===== src/hw/rtl/pwl_pkg.sv =====
// ----------------------------------------------------------------------------
// pwl_pkg
// Types and constants shared by the interpolation table blocks.
// ----------------------------------------------------------------------------
package pwl_pkg;

    localparam int KEY_W = 32;
    localparam int VAL_W = 48;
    localparam int SEG_W = 7;

    typedef enum logic [1:0] {
        CMD_CLEAR  = 2'd0,
        CMD_APPEND = 2'd1,
        CMD_QUERY  = 2'd2,
        CMD_NOP    = 2'd3
    } t_cmd;

    typedef enum logic [1:0] {
        ST_OK      = 2'd0,
        ST_FULL    = 2'd1,
        ST_NOBRACK = 2'd2,
        ST_RSVD    = 2'd3
    } t_status;

    typedef enum logic [3:0] {
        OP_CLEAR  = 4'b0001,
        OP_APPEND = 4'b0010,
        OP_QUERY  = 4'b0100,
        OP_NOP    = 4'b1000
    } t_op;

    typedef struct packed {
        logic [1:0]               command;
        logic signed [KEY_W-1:0]  key;
        logic signed [VAL_W-1:0]  first_value;
        logic signed [VAL_W-1:0]  second_value;
    } t_in_word;

    typedef struct packed {
        logic [1:0]               status;
        logic [SEG_W-1:0]         segment_index;
        logic signed [VAL_W-1:0]  first_result;
        logic signed [VAL_W-1:0]  second_result;
    } t_out_word;

    typedef struct packed {
        t_op                      op;
        logic signed [KEY_W-1:0]  key;
        logic signed [VAL_W-1:0]  first_value;
        logic signed [VAL_W-1:0]  second_value;
    } t_q_word;

endpackage


===== src/hw/rtl/pwl_front.sv =====
// ----------------------------------------------------------------------------
// pwl_front
// Input stage: accept command words and decode them into operations.
// ----------------------------------------------------------------------------
module pwl_front (
    input  logic              i_clk,
    input  logic              i_rst_n,
    input  logic              i_valid,
    output logic              o_ready,
    input  pwl_pkg::t_in_word i_data,
    output logic              o_push,
    input  logic              i_full,
    output pwl_pkg::t_q_word  o_word
);
    import pwl_pkg::*;

    logic    r_valid, n_valid;
    t_q_word r_word, n_word;
    t_op     dec_op;

    always_comb begin
        case (t_cmd'(i_data.command))
            CMD_CLEAR:  dec_op = OP_CLEAR;
            CMD_APPEND: dec_op = OP_APPEND;
            CMD_QUERY:  dec_op = OP_QUERY;
            default:    dec_op = OP_NOP;
        endcase
    end

    assign o_push  = r_valid && !i_full;
    assign o_ready = !r_valid || !i_full;
    assign o_word  = r_word;

    always_comb begin
        n_valid = r_valid;
        n_word  = r_word;
        if (o_push) begin
            n_valid = 1'b0;
        end
        if (i_valid && o_ready) begin
            n_valid             = 1'b1;
            n_word.op           = dec_op;
            n_word.key          = i_data.key;
            n_word.first_value  = i_data.first_value;
            n_word.second_value = i_data.second_value;
        end
    end

    always_ff @(posedge i_clk) begin
        if (!i_rst_n) begin
            r_valid <= 1'b0;
        end else begin
            r_valid <= n_valid;
        end
        r_word <= n_word;
    end
endmodule


===== config.mk =====
export PLATFORM = sky130hd
export DESIGN_NAME = pwl_front
export DESIGN_NICKNAME = d
export VERILOG_FILES = /design/src/hw/rtl/pwl_pkg.sv /design/src/hw/rtl/pwl_front.sv
export SDC_FILE = /design/constraint.sdc
export NUM_CORES = 1
export LEC_CHECK = 0
export BUFFER_PORTS_ARGS = -buffer_cell sky130_fd_sc_hd__buf_2
export CAP_MARGIN = 5
export CORE_AREA = 2 2 105 107
export CTS_BUF_LIST = sky130_fd_sc_hd__clkbuf_4 sky130_fd_sc_hd__clkbuf_8 sky130_fd_sc_hd__clkbuf_16
export DETAILED_ROUTE_END_ITERATION = 7
export DIE_AREA = 0 0 107 109
export PLACE_DENSITY = 0.78
export SYNTH_ARGS = -nofsm -noshare
export SYNTH_HDL_FRONTEND = slang
export SYNTH_SLANG_ARGS = --single-unit

===== constraint.sdc =====
create_clock -name i_clk -period 6.7 [get_ports i_clk]
set_clock_uncertainty 0.05 [all_clocks]
set_input_delay 0.67 -clock i_clk [delete_from_list [all_inputs] [get_ports i_clk]]
set_output_delay 0.67 -clock i_clk [all_outputs]
set_load 0.02 [all_outputs]

---- Word level (Yosys, flattened, before mapping) ----
Cells that the tools add are included.
Widths: inputs -> output; s select.
word-level totals
  register bits after elaboration ......... 133
  output and inout port bits .............. 134
  word-level logic and storage cells ...... 17
cells by class
  eq/ne operators ......................... 2
  multiplexer cells ....................... 3
  reductions and logical operators ........ 7
operator list
  cell                count
  $pmux 4 s3          1
  $eq 2x1->1 const B  1
  $eq 2x2->1 const B  1
  $logic_and 1x1->1   2
  $logic_not 1->1     2
  $logic_not 2->1     1
  $mux 1              2
  $reduce_bool 2->1   1
  $logic_or 1x1->1    1

---- Longest topological paths before layout ----
  depth in word-level cells ............... 4
  depth in mapped cells ................... 2
  mapped depth without buffers ............ 2

---- Least setup slack after synthesis ----
Ideal clock, no wire load.
  path type ............................... input-to-reg
  start point ............................. input port i_full
  end point ............................... register r_word (netlist bit o_word[0]), enable pin
  data arrival time ....................... 3.930 ns
  slack ................................... 2.213 ns
  cell stages on the path ................. 2
  path through ............................ nand2_1 -> and2_1
between the ends
  cells in the longest elaborated chain, start to end .. 3
RTL lines
  item                    line             text
  start: declaration      pwl_front.sv:12  input logic i_full,
  $logic_not 1->1         pwl_front.sv:31  assign o_ready = !r_valid || !i_full;
  $logic_or 1x1->1        pwl_front.sv:31
  $logic_and 1x1->1       pwl_front.sv:40  if (i_valid && o_ready) begin
  end signal: assignment  pwl_front.sv:55  r_word <= n_word;
  end: declaration        pwl_front.sv:18  t_q_word r_word, n_word;
No other way between the ends.
A chain may end at the register's enable or synchronous reset.

---- Final worst setup path ----
  start point ............................. register r_valid
  end point ............................... register r_word (netlist bit o_word[114]), enable pin
between the ends
  cells in the longest elaborated chain, start to end .. 3
RTL lines
  item                      line             text
  start: declaration        pwl_front.sv:17  logic r_valid, n_valid;
  start signal: assignment  pwl_front.sv:53  r_valid <= n_valid;
  $logic_not 1->1           pwl_front.sv:31
  $logic_or 1x1->1          pwl_front.sv:31
  $logic_and 1x1->1         pwl_front.sv:40
No other way between the ends.

==> summary.md <==
| Metric | Value |
|---|---|
| Setup Buffers After CTS | `0` |
| CP Max Fanout | `70` |
| RSZ-0062 raised after global routing | `false` |
| Area leader, netlist | `edfxtp_1` |
| Final period utilization | `35.2%` |
| # DRC | `0` |
| Pwr Density | `333 nW/um^2` |
| H-tree level count | `4` |
| Top cells by area, synth | `edfxtp_1 98%, dfxtp_1 0.50%, nor2b_1 0.46%` |
| Routed WL | `9.06 mm` |
| TritonCTS clock tree | `built` |
| # rows | `38` |
| Critical path type | `register to register` |
| Synth Area per Inst | `28.4 sq um` |
| ANT cells | `0` |
| Share of the synthesized area in the top cell type | `98.2%` |
| Slowest stage delay, CP | `0.79 ns` |
| Root Driver | `clkbuf_8` |
| Post-synth cell types | `8` |
| Seq cells post-synth | `133` |
| Avg WL per Cell | `15.6 microns` |
| Drt first pass iters | `5` |
| Initial drt markers | `80` |
| Sw Ratio | `21.9%` |
| Die Y | `109 microns` |
| Aggregate global routing overflow | `0` |
| First-pass GRT wire length | `12.3 mm` |
| Share of cells above drive strength 1 | `67.6%` |
| Worst VDD drop | `0.172 mV` |
| Critical Path RT | `6.77 ns` |
| Seq pwr share | `48.3%` |
| Cells along the critical path | `nand2_1 -> and2_4 -> buf_4` |
| Syn Inst Count | `142` |
| Clock power frac | `43.5%` |
| Die area | `11700 sq um` |
| Mapped cell area | `4040 sq um` |
| Hold_ws | `0.291 ns` |
| Int Pwr | `1.59 mW` |
| Type of origin of the critical path | `register` |
| Hold Path Class | `primary input to register` |
| Num CTS Buffers | `17` |
| Design area | `6140 sq um` |
| Dpl cells | `550` |
| WHS Path Cells | `1` |
| YS warnings | `0` |
| IO Pins | `268` |
| Worst-case clock buffer depth | `2` |
| Tot Pwr | `2.04 mW` |
| Antenna violations before repair | `2` |
| Worst r2r dst | `o_word[114]` |
| Initial Utilization | `38.1%` |
| Reg clk slew, reported paths | `0.06 ns` |
| Net Sw Power | `0.448 mW` |
| Final Hold Viols | `0` |
| Worst path slowest cell | `buf_4` |
| DR vias/cell | `4.28` |
| Worst EP arrival | `2.43 ns` |
| Max-cap violations | `0` |
| GR Util All Layers | `14.6%` |
| Post-CTS Hold Fix Bufs | `0` |
| Vias in the first global route | `2475` |
| ANT nets after route | `0` |
| Worst skew pair latency | `0.49 ns` |
| Final setup vio count | `0` |
| Setup TNS | `0 ns` |
| Die X | `107 microns` |
| Min cycle time layout | `2.36 ns` |
| Final cell count without fillers | `582` |
| Mapped Nets | `276` |
| Largest net degree at the start of global routing | `71` |
| FF-to-FF setup slack | `4.34 ns` |
| Area grow syn2layout | `52.0%` |
| # resized after CTS | `0` |
| Commonest non-fill, non-tap cell in the layout | `buf_2` |
| Sequential fraction of the synthesis area | `98.7%` |
| CTS Sinks | `133` |
| # nets final | `563` |
| Combinational power share | `8.2%` |
| Hold Crit Start | `i_data[4]` |
| Worst flop-to-flop path startpoint | `r_valid` |
| Rel. slew slack | `42.2%` |
| Total vias in the final route | `2492` |
| Core area | `10600 sq um` |
| Status | `completed` |
| Pleak | `2.64 nW` |
| GPL Wtd Cong | `0.697` |
| Max Slew Vio Count | `0` |
| Tightest Pin Transition | `0.868 ns` |
| Port Buffers | `267` |
| FF-to-FF path depth | `3` |
| Post-DP Area | `5560 sq um` |
| Commonest non-fill, non-tap cells in the layout | `267 x buf_2, 132 x edfxtp_1, 16 x clkbuf_16` |
| FMAX | `424 MHz` |
| Endpoint, Worst Hold | `o_word[4]` |
| Critical Path End Type | `register` |
layer usage:
metal / up-vias / GRT usage, % / share of wire [%] / wire [microns]
li1: 1149 / - / - / -
met4: 4 / 5.57 / 0.91 / 82
met2: 158 / 25.4 / 53 / 4780
met3: 11 / 7.29 / 11 / 993
met1: 1170 / 15.4 / 35 / 3170
met5: - / 0 / 0.29 / 26
logic make-up (layout without fill, tap and decap cells):
| family | Yosys count | after routing | synth area share (%) |
|---|---|---|---|
| buffers and inverters | 0 | 300 | 0 |
| flip-flops | 133 | 133 | 98.7 |
| AO/OA/AOI/OAI | 1 | 1 | 0.124 |
| AND/OR/NAND/NOR | 8 | 8 | 1.18 |
worst max-delay path by stage:
stage / startpoint / end / slack [ns] / depth (start not counted)
6_report: r_valid / o_word[114] / 4.34 / 3
5_1_grt: r_valid / o_word[114] / 4.16 / 3
4_1_cts: r_valid / o_word[114] / 4.35 / 3
3_5_place_dp: i_full / o_word[114] / 3.88 / 4
3_3_place_gp: i_full / o_word[114] / 3.96 / 4
2_1_floorplan: i_full / o_word[0] / 2.21 / 2
stage by stage:
stage          setup WS, ns  utilization, %
2_1_floorplan          2.21               -
3_3_place_gp           3.96            52.4
5_1_grt                4.16            57.9
3_5_place_dp           3.88            52.4
4_1_cts                4.35            57.9
6_report               4.34            57.9
critical path: cells and delay by family, from the launching register on:
| kind | cells | cell delay, ns |
|---|---|---|
| buf+inv | 1 | 0.79 |
| simple gates | 2 | 0.72 |
| flops | 1 | 0.33 |
registers in the layout (all words and copies together) (netlist names):
register and count:
r_valid 1, o_word 132
cells in the mapped netlist:
library cell  count
and2b_2           1
nor2_1            1
and2_1            2
dfxtp_1           1
edfxtp_1        132
nand2_1           1
a21oi_1           1
nor2b_1           3
power by group through the flow:
stage	logic [mW]	registers (mW)	clock network [mW]
6_report	0.168	0.987	0.888
2_1_floorplan	0.0166	1.07	0
3_3_place_gp	0.166	1.00	0
5_1_grt	0.179	0.990	0.950
3_5_place_dp	0.170	1.00	0
4_1_cts	0.170	0.987	0.909
cell type report:
| class | count | area (sq um) |
|---|---|---|
| clock buffers | 17 | 414 |
| clock inverters | 15 | 164 |
| fillers | 834 | 4470 |
| multi-input cells | 9 | 55.1 |
| flip-flops and latches | 133 | 3980 |
| well taps | 140 | 175 |
| repair buffers | 268 | 1340 |
(Power assumes the default switching activity.)
