<file path="src/hw/rtl/pwl_pkg.sv">
// ----------------------------------------------------------------------------
// pwl_pkg
// Types and constants shared by the interpolation table blocks.
// ----------------------------------------------------------------------------
package pwl_pkg;

    localparam int KEY_W = 32;
    localparam int VAL_W = 48;
    localparam int SEG_W = 7;

    typedef enum logic [1:0] {
        CMD_CLEAR  = 2'd0,
        CMD_APPEND = 2'd1,
        CMD_QUERY  = 2'd2,
        CMD_NOP    = 2'd3
    } t_cmd;

    typedef enum logic [1:0] {
        ST_OK      = 2'd0,
        ST_FULL    = 2'd1,
        ST_NOBRACK = 2'd2,
        ST_RSVD    = 2'd3
    } t_status;

    typedef enum logic [3:0] {
        OP_CLEAR  = 4'b0001,
        OP_APPEND = 4'b0010,
        OP_QUERY  = 4'b0100,
        OP_NOP    = 4'b1000
    } t_op;

    typedef struct packed {
        logic [1:0]               command;
        logic signed [KEY_W-1:0]  key;
        logic signed [VAL_W-1:0]  first_value;
        logic signed [VAL_W-1:0]  second_value;
    } t_in_word;

    typedef struct packed {
        logic [1:0]               status;
        logic [SEG_W-1:0]         segment_index;
        logic signed [VAL_W-1:0]  first_result;
        logic signed [VAL_W-1:0]  second_result;
    } t_out_word;

    typedef struct packed {
        t_op                      op;
        logic signed [KEY_W-1:0]  key;
        logic signed [VAL_W-1:0]  first_value;
        logic signed [VAL_W-1:0]  second_value;
    } t_q_word;

endpackage

</file>
<file path="src/hw/rtl/pwl_queue.sv">
// ----------------------------------------------------------------------------
// pwl_queue
// Two-entry queue between the decode stage and the execution engine.
// ----------------------------------------------------------------------------
module pwl_queue (
    input  logic             i_clk,
    input  logic             i_rst_n,
    input  logic             i_push,
    input  pwl_pkg::t_q_word i_word,
    output logic             o_full,
    input  logic             i_pop,
    output logic             o_valid,
    output pwl_pkg::t_q_word o_word
);
    import pwl_pkg::*;

    t_q_word    r_slot [2];
    logic       r_wp, n_wp;
    logic       r_rp, n_rp;
    logic [1:0] r_cnt, n_cnt;

    assign o_full  = (r_cnt == 2'd2);
    assign o_valid = (r_cnt != 2'd0);
    assign o_word  = r_slot[r_rp];

    always_comb begin
        n_wp  = r_wp;
        n_rp  = r_rp;
        n_cnt = r_cnt;
        if (i_push) begin
            n_wp = ~r_wp;
        end
        if (i_pop) begin
            n_rp = ~r_rp;
        end
        if (i_push && !i_pop) begin
            n_cnt = r_cnt + 2'd1;
        end else if (!i_push && i_pop) begin
            n_cnt = r_cnt - 2'd1;
        end
    end

    always_ff @(posedge i_clk) begin
        if (!i_rst_n) begin
            r_wp  <= 1'b0;
            r_rp  <= 1'b0;
            r_cnt <= 2'd0;
        end else begin
            r_wp  <= n_wp;
            r_rp  <= n_rp;
            r_cnt <= n_cnt;
        end
        if (i_push) begin
            r_slot[r_wp] <= i_word;
        end
    end
endmodule

</file>
<file path="config.mk">
export PLATFORM = sky130hd
export DESIGN_NAME = pwl_queue
export DESIGN_NICKNAME = d
export VERILOG_FILES = /design/src/hw/rtl/pwl_pkg.sv /design/src/hw/rtl/pwl_queue.sv
export SDC_FILE = /design/constraint.sdc
export NUM_CORES = 1
export LEC_CHECK = 0
export BUFFER_PORTS_ARGS = -buffer_cell sky130_fd_sc_hd__buf_2
export CORE_MARGIN = 2
export CORE_UTILIZATION = 56
export CTS_CLUSTER_DIAMETER = 200
export DETAILED_ROUTE_END_ITERATION = 8
export MAX_ROUTING_LAYER = met4
export PLACE_DENSITY = 0.84
export SETUP_SLACK_MARGIN = 0.5
export SYNTH_ARGS = -nofsm -noshare
export SYNTH_HDL_FRONTEND = slang
export SYNTH_SLANG_ARGS = --single-unit
export TNS_END_PERCENT = 100
</file>
<file path="constraint.sdc">
create_clock -name i_clk -period 17.8 [get_ports i_clk]
set_input_delay 0 -clock i_clk [delete_from_list [all_inputs] [get_ports i_clk]]
set_output_delay 0 -clock i_clk [all_outputs]
set_load 0.02 [all_outputs]
</file>
## Yosys cells after proc, flatten, opt, wreduce, memory -nomap -nowiden

Memories as Yosys holds them, arrays and structs flattened. A register that Yosys moved wholly into a read port is not among the register bits.
Index checks and enable logic that the tools add are counted.
Widths: inputs -> output; s select.

- Output and inout port bits: 134
- Bits in latches: 0
- Memories kept: 1
- Flip-flop bits (word level): 4
- Bits in read-only memories: 0
- Input port bits: 136
- Bits in writable memories: 264
- Logic and storage cells: 21

- $lt $le $gt $ge: 0
- Equal/unequal tests: 1
- Mux-type cells: 6
- Multipliers: 0
- Divide/modulo/power cells: 0
- Reductions and logical operators: 6
- Shift-type cells: 0
- Add/sub/neg operators: 2
- Bitwise operators: 2

Memory list:

| memory | words | width | read ports | clocked after Yosys merged registers in | wr ports | line | source |
|---|---|---|---|---|---|---|---|
| r_slot | 2 | 132 | 1 | 1 | 1 | pwl_queue.sv:17 | `t_q_word r_slot [2];` |

Operator list:

| operator | count |
|---|---|
| $mux 1 | 4 |
| $mux 2 | 2 |
| $reduce_bool 2->1 | 2 |
| $add 2x1->2 const B | 1 |
| $eq 2x2->1 const B | 1 |
| $logic_and 1x1->1 | 2 |
| $logic_not 1->1 | 2 |
| $not 1->1 | 2 |
| $sub 2x1->2 const B | 1 |

## Logic depth before layout (Yosys ltp)

Gate-level depths: netlist of the first run.

- Depth in word-level cells: 4
- Gate-level depth with buffers: 5
- Depth with buffers taken out: 5

## Least setup slack after synthesis of the first run

Ideal clock, no wire load.

- Path kind: register to register
- From: register r_wp
- To: memory r_slot[0][0] (netlist bit) (enable)
- Data arrival time: 6.141 ns
- Slack: 11.018 ns
- Stages on the path, launching flop included: 2
- Required time: 17.159 ns
- Path through: dfxtp_1 > nor2b_1

RTL lines:

| item | line | source |
|---|---|---|
| start: declaration | pwl_queue.sv:18 | `logic r_wp, n_wp;` |
| start signal: assignment | pwl_queue.sv:49 | `r_wp <= n_wp;` |
| end: declaration | pwl_queue.sv:17 |  |

No word-level cell before the write port.

## Worst setup path in the final report of the first run

- From: register r_wp
- To: memory r_slot[0][21] (netlist bit) (enable)

No word-level cell before the write port.

==> results of run 1 <==
path summary, 6_finish.rpt:
kind | from | to | slack, ns | cells past startpoint
worst max register to register | r_wp | r_slot[0][21] | 15.33 | 3
worst max-delay path | r_wp | r_slot[0][21] | 15.33 | 3
worst min register to register | r_rp | r_rp | 0.59 | 2
worst min-delay path | i_push | r_cnt[0] | 0.11 | 4
metal layers:
layer / GRT usage / up-vias
met4: 0.0655 / 0
li1: - / 2565
met5: - / -
met1: 0.278 / 2830
met2: 0.426 / 263
met3: 0.0388 / 42
what timing repair did:
action / in CTS / in global routing
hold buffers: 135 / 0
resized for setup: 0 / 0
endpoints found under the hold margin: 269 / 0
layout by cell type (no fill, tap or decap), types with 2 or more instances in the layout:
cell / synthesis / layout
buf_2: 5 / 269
edfxtp_1: 264 / 264
dlygate4sd3_1: 0 / 135
mux2_4: 80 / 80
mux2_2: 52 / 52
clkbuf_16: 0 / 27
clkinv_1: 0 / 7
buf_4: 0 / 5
clkbuf_1: 0 / 4
clkinv_2: 0 / 4
dfxtp_1: 5 / 4
and2_1: 4 / 3
clkinvlp_4: 0 / 3
xor2_1: 2 / 2
nor2b_1: 3 / 2
bufinv_16: 0 / 2
worst max-delay path: stages (launching register included):
cell and delay, ns:
dfxtp_1 0.34, nor2b_4 0.11, buf_4 0.62, buf_4 0.86
registers in the layout, indices dropped and copies added (netlist names), named ones only:
| register | flops |
|---|---|
| r_cnt | 2 |
| r_rp | 1 |
| r_slot | 264 |
| r_wp | 1 |
cells by family (layout without fill, tap and decap cells):
kind of cell	Yosys count	in the layout	synth area share
adder cells (fa/ha/maj)	1	1	0.00124
buffers and inverters	16	457	0.0144
AO/OA/AOI/OAI	3	3	0.00199
AND/OR/NAND/NOR	9	9	0.00559
XOR/XNOR	3	3	0.00261
multiplexers	132	132	0.177
flip-flops	269	269	0.797
area by class of cell:
type,count,area share
timing repair buffer,409,0.198
clock inverter,16,0.00935
sequential,269,0.582
inverter,1,0.000272
clock buffer,31,0.0501
multi-input combinational,148,0.139
tap,229,0.0208
where the power goes:
group          switching [mW]  leakage [nW]  internal [mW]
logic                   0.111          2.51         0.0975
registers              0.0101          2.52          0.733
clock network           0.224         0.393          0.305
==> flow_summary.json, run 1 <==
{
  "maxSlewHeadroom": 0.236,
  "arrival_ns": 2.60,
  "final.min_clock_period_ns": 2.47,
  "clkLatencyLatePin_ns": 0.52,
  "finalCritPeriodShare": 0.139,
  "setup_viol": 0,
  "design_area_um2": 13800,
  "route.met2.wl_mm": 12.1,
  "ios": 270,
  "wl_mm": 22.5,
  "clk_pin_slew_ns": 0.06,
  "die_area_um2": 19100,
  "ys_ff_latch": 269,
  "critPathKind": "flop to flop",
  "path_max_fanout": 74,
  "cts_tree": "built",
  "row_count": 49,
  "portBuffers": 269,
  "cts-htree-levels": 1,
  "grtUsageTotal": 0.237,
  "cp-start-kind": "flop",
  "placed_area_um2": 11600,
  "instances_no_fill": 1103,
  "synthTopCellsByArea": "edfxtp_1, mux2_4, mux2_2",
  "wl_per_cell_um": 20.4,
  "hpwlAfterDp_mm": 12.1,
  "gp_congestion": 0.785,
  "ir_drop_uv": 93.0,
  "cts.sinks": 269,
  "clock_skew_ns": 0.00915,
  "syn_nets": 570,
  "ant_nets": 0,
  "coreArea_um2": 17800,
  "overflow": 0,
  "wirelength_met1_mm": 8.67,
  "antenna_cells": 0,
  "fmax_mhz": 404,
  "hold_path_class": "primary input to flop",
  "drt-initial-drc-count": 350,
  "setup_ws_ns": 15.33,
  "synth_top_area_share": 0.787,
  "via_count": 5700,
  "hold_viol_final": 0,
  "outcome": "finished clean",
  "synth_cells": 433,
  "highest_layer": "met4",
  "n_fill_cell": 927,
  "synth_flop_cell": "edfxtp_1",
  "wl_met3_mm": 1.23,
  "synth_commonest_cells": "edfxtp_1, mux2_4, mux2_2",
  "grt_max_degree": 75,
  "pre_cts_slack_ns": 15.35,
  "ys_types": 18,
  "p_leak_nw": 5.42,
  "synth_top_area_cell": "edfxtp_1",
  "tns_ns": 0,
  "drv_slew": 0,
  "syn2layout_area_growth_pct": 36.9,
  "initial_core_util": 0.567,
  "worst_pin_slew_ns": 1.15,
  "dp.cells": 921,
  "synth_area_um2": 10100,
  "worst_ep_required_time_ns": 17.93,
  "synth_edf_count": 264,
  "die_w_um": 138,
  "grt_pass1_wl_mm": 34.5,
  "grt_pass1_vias": 6265,
  "postCtsSetupBuffers": 0,
  "layout.nets": 992,
  "syn_avg_cell_area_um2": 23.3,
  "yosys_warnings": 0,
  "rsz0062_at_grt": "no",
  "die_y_um": 138,
  "cts_max_path_buffers": 3,
  "maxCapViolations": 0,
  "seqCellArea_um2": 8030,
  "antenna_found_initial": 0,
  "root_buffer": "clkbuf_16",
  "worst_hold_slack_ns": 0.106,
  "p_per_area_nw_per_um2": 107,
  "yosysMostFrequentCell": "edfxtp_1",
  "dr.pass1.iters": 5,
  "cp-end-kind": "flop",
  "drc": 0,
  "async_flop_share": 0,
  "vias_per_cell": 5.17,
  "ys_seq_area_frac": 0.797,
  "fin_util": 0.776,
  "multi_input_area_um2": 1910,
  "cts_buffers": 26,
  "total_power_mw": 1.48,
  "final_layout_size_suffix_gt1_frac": 0.510
}
No activity file was read; power rests on OpenSTA's default activity.
==> inputs of run 2 (changes only) <==
- CORE_UTILIZATION: 56 -> 47
- PLACE_DENSITY: 0.84 -> 0.75
- clock period: 17.8 -> 2.1 ns (I/O delays scaled with it)
==> run 2 against run 1 <==
Sequential power rose to 8.5 times the previous value. Cell count grew 7.2%. Power grew to 8.7 times the previous value. Via count increased by 1.0%. Global-route usage decreased by 3.2 points. Register-to-register slack got worse by 15 ns. Clock skew is 0.020 ns higher. Routed wire length increased by 11%. Non-clock buffer count rose by 28. Clock-buffer cell count grew 6. Largest power group unchanged.
==> flow_summary.json, run 2 (synthesized netlist as in run 1, its figures left out) <==
{
  "outcome": "finished clean",
  "cts_tree": "built",
  "grtUsageTotal": 0.206,
  "hold_path_end": "r_cnt[1]",
  "antenna_found_initial": 2,
  "pre_cts_slack_ns": 0.688,
  "setup_ws_ns": 0.280,
  "wl_mm": 25.1,
  "die_y_um": 150,
  "final_layout_size_suffix_gt1_frac": 0.523,
  "cts.sinks": 269,
  "seqCellArea_um2": 8030,
  "hp-start": "i_push",
  "worst_pin_slew_ns": 0.496,
  "gp_congestion": 0.743,
  "crit_slowest_cell": "dfxtp_4",
  "ant_nets": 0,
  "power_frac_seq": 0.488,
  "final.min_clock_period_ns": 1.82,
  "reg2reg_slack_ns": 0.72,
  "r2r_cells": 2,
  "multi_input_area_um2": 2050,
  "die_w_um": 150,
  "p_leak_nw": 6.01,
  "worstPathCellList": "buf_12 -> buf_4 -> buf_16 -> mux2_4 -> buf_6",
  "layout_common_cells": "edfxtp_1, buf_2, dlygate4sd3_1, mux2_4, buf_6",
  "hold_viol_final": 0,
  "grt_pass1_vias": 6286,
  "root_buffer": "clkbuf_16",
  "ir_drop_uv": 800,
  "final_common_cell": "edfxtp_1",
  "row_count": 53,
  "finalCritPeriodShare": 0.866,
  "portBuffers": 269,
  "share_comb_of_total_power": 0.182,
  "wl_per_cell_um": 21.2,
  "maxSlewHeadroom": 0.669,
  "grt_max_degree": 85,
  "overflow": 0,
  "power.internal_mw": 9.85,
  "cts_buffers": 27,
  "n_fill_cell": 1194,
  "ios": 270,
  "cts_max_path_buffers": 3,
  "r2r_end": "r_slot[0][67]",
  "switching_share": 0.237,
  "coreArea_um2": 21000,
  "total_power_mw": 12.9,
  "drv_slew": 0,
  "dr.pass1.iters": 4,
  "drc": 0,
  "path_max_fanout": 7,
  "critPathKind": "flop to primary output",
  "initial_core_util": 0.479,
  "drt-initial-drc-count": 277,
  "clkLatencyLatePin_ns": 0.53,
  "setup_viol": 0,
  "min_path_cells": 4,
  "grt_pass1_wl_mm": 34.0,
  "clock_skew_ns": 0.0291,
  "hold_path_class": "primary input to flop",
  "worst_hold_slack_ns": 0.0457,
  "p_per_area_nw_per_um2": 855,
  "critPathMaxStageDelay_ns": 0.42,
  "clkPwrFrac": 0.331,
  "maxCapViolations": 0,
  "vias_per_cell": 4.87,
  "cp-end-kind": "primary output",
  "clk_pin_slew_ns": 0.06,
  "fmax_mhz": 550,
  "via_count": 5758,
  "p_switching_mw": 3.07,
  "hpwlAfterDp_mm": 12.3,
  "r2r_start": "r_wp",
  "arrival_ns": 1.82,
  "cp-start-kind": "flop",
  "die_area_um2": 22600,
  "cts-htree-levels": 1,
  "largest_reg_flops": 264,
  "layout.nets": 1021,
  "regMostFlops": "r_slot",
  "syn2layout_area_growth_pct": 50.0,
  "worst_ep_required_time_ns": 2.10,
  "reg.largest.list": "r_slot (264), r_cnt (2)",
  "rsz0062_at_grt": "yes"
}
run 2: cell types whose count changed in the layout (fill, tap and decap cells not counted), sizes merged:
cell      change
clkbuf       +12
buf          +22
clkinv        +1
bufinv        -2
diode         +2
inv           +1
clkinvlp      -3
run 2: how the worst max path moves through the flow:
stage	startpoint	to	slack (ns)	depth (start not counted)
floorplan	r_wp	r_slot[0][0]	-0.61	1
global route	flop	o_word[35]	0.22	4
global placement	flop	o_word[125]	0.72	3
CTS	flop	o_word[128]	0.25	4
detailed placement	flop	o_word[124]	0.69	3
finish	flop	o_word[122]	0.28	5
run 2: per-stage QoR:
step / TNS (ns) / std cells / util / instance area (µm²)
after floorplan: -123.02 / 433 / - / 10100
after global placement: 0 / 968 / 0.559 / 11800
after detailed placement: 0 / 968 / 0.559 / 11800
after CTS: 0 / 1172 / 0.687 / 14400
after global routing: 0 / 1182 / 0.719 / 15100
final: 0 / 1182 / 0.719 / 15100
run 2: critical path, delay by kind of cell, from the launching register on:
family	cells	cell delay (ns)
flip-flops	1	0.42
multiplexers	1	0.31
buffers and inverters	4	0.54
run 2: area by class of cell:
class                      instances  share of cell area
antenna                            2            0.000331
clock buffer                      37              0.0472
clock inverter                    13             0.00431
inverter                           1            0.000248
multi-input combinational        148               0.136
sequential                       269               0.532
tap                              275              0.0228
timing repair buffer             437               0.258
run 2: power groups by stage:
stage	clock (mW)	sequential [mW]	combinational, mW
3_3_place_gp	0	6.38	1.51
5_1_grt	4.58	6.32	2.46
2_1_floorplan	0	6.38	1.04
4_1_cts	4.32	6.29	2.03
6_report	4.27	6.30	2.35
3_5_place_dp	0	6.40	1.54
run 2: metal layers:
layer  routed length [µm]  vias to the layer above  GRT usage
met2                13500                      248      0.376
met5                    0                        -          -
li1                     -                     2633          -
met1                 9220                     2837      0.229
met3                 1860                       40     0.0445
met4                  522                        0     0.0509
run 2: repair_timing:
action                                 in CTS  in global routing
gates resized for setup                    50                160
pin swaps                                   0                  0
buffers inserted                            8                  1
gates cloned                               11                  7
setup endpoints to repair                 132                132
hold buffers                              135                  0
endpoints found under the hold margin     269                  0
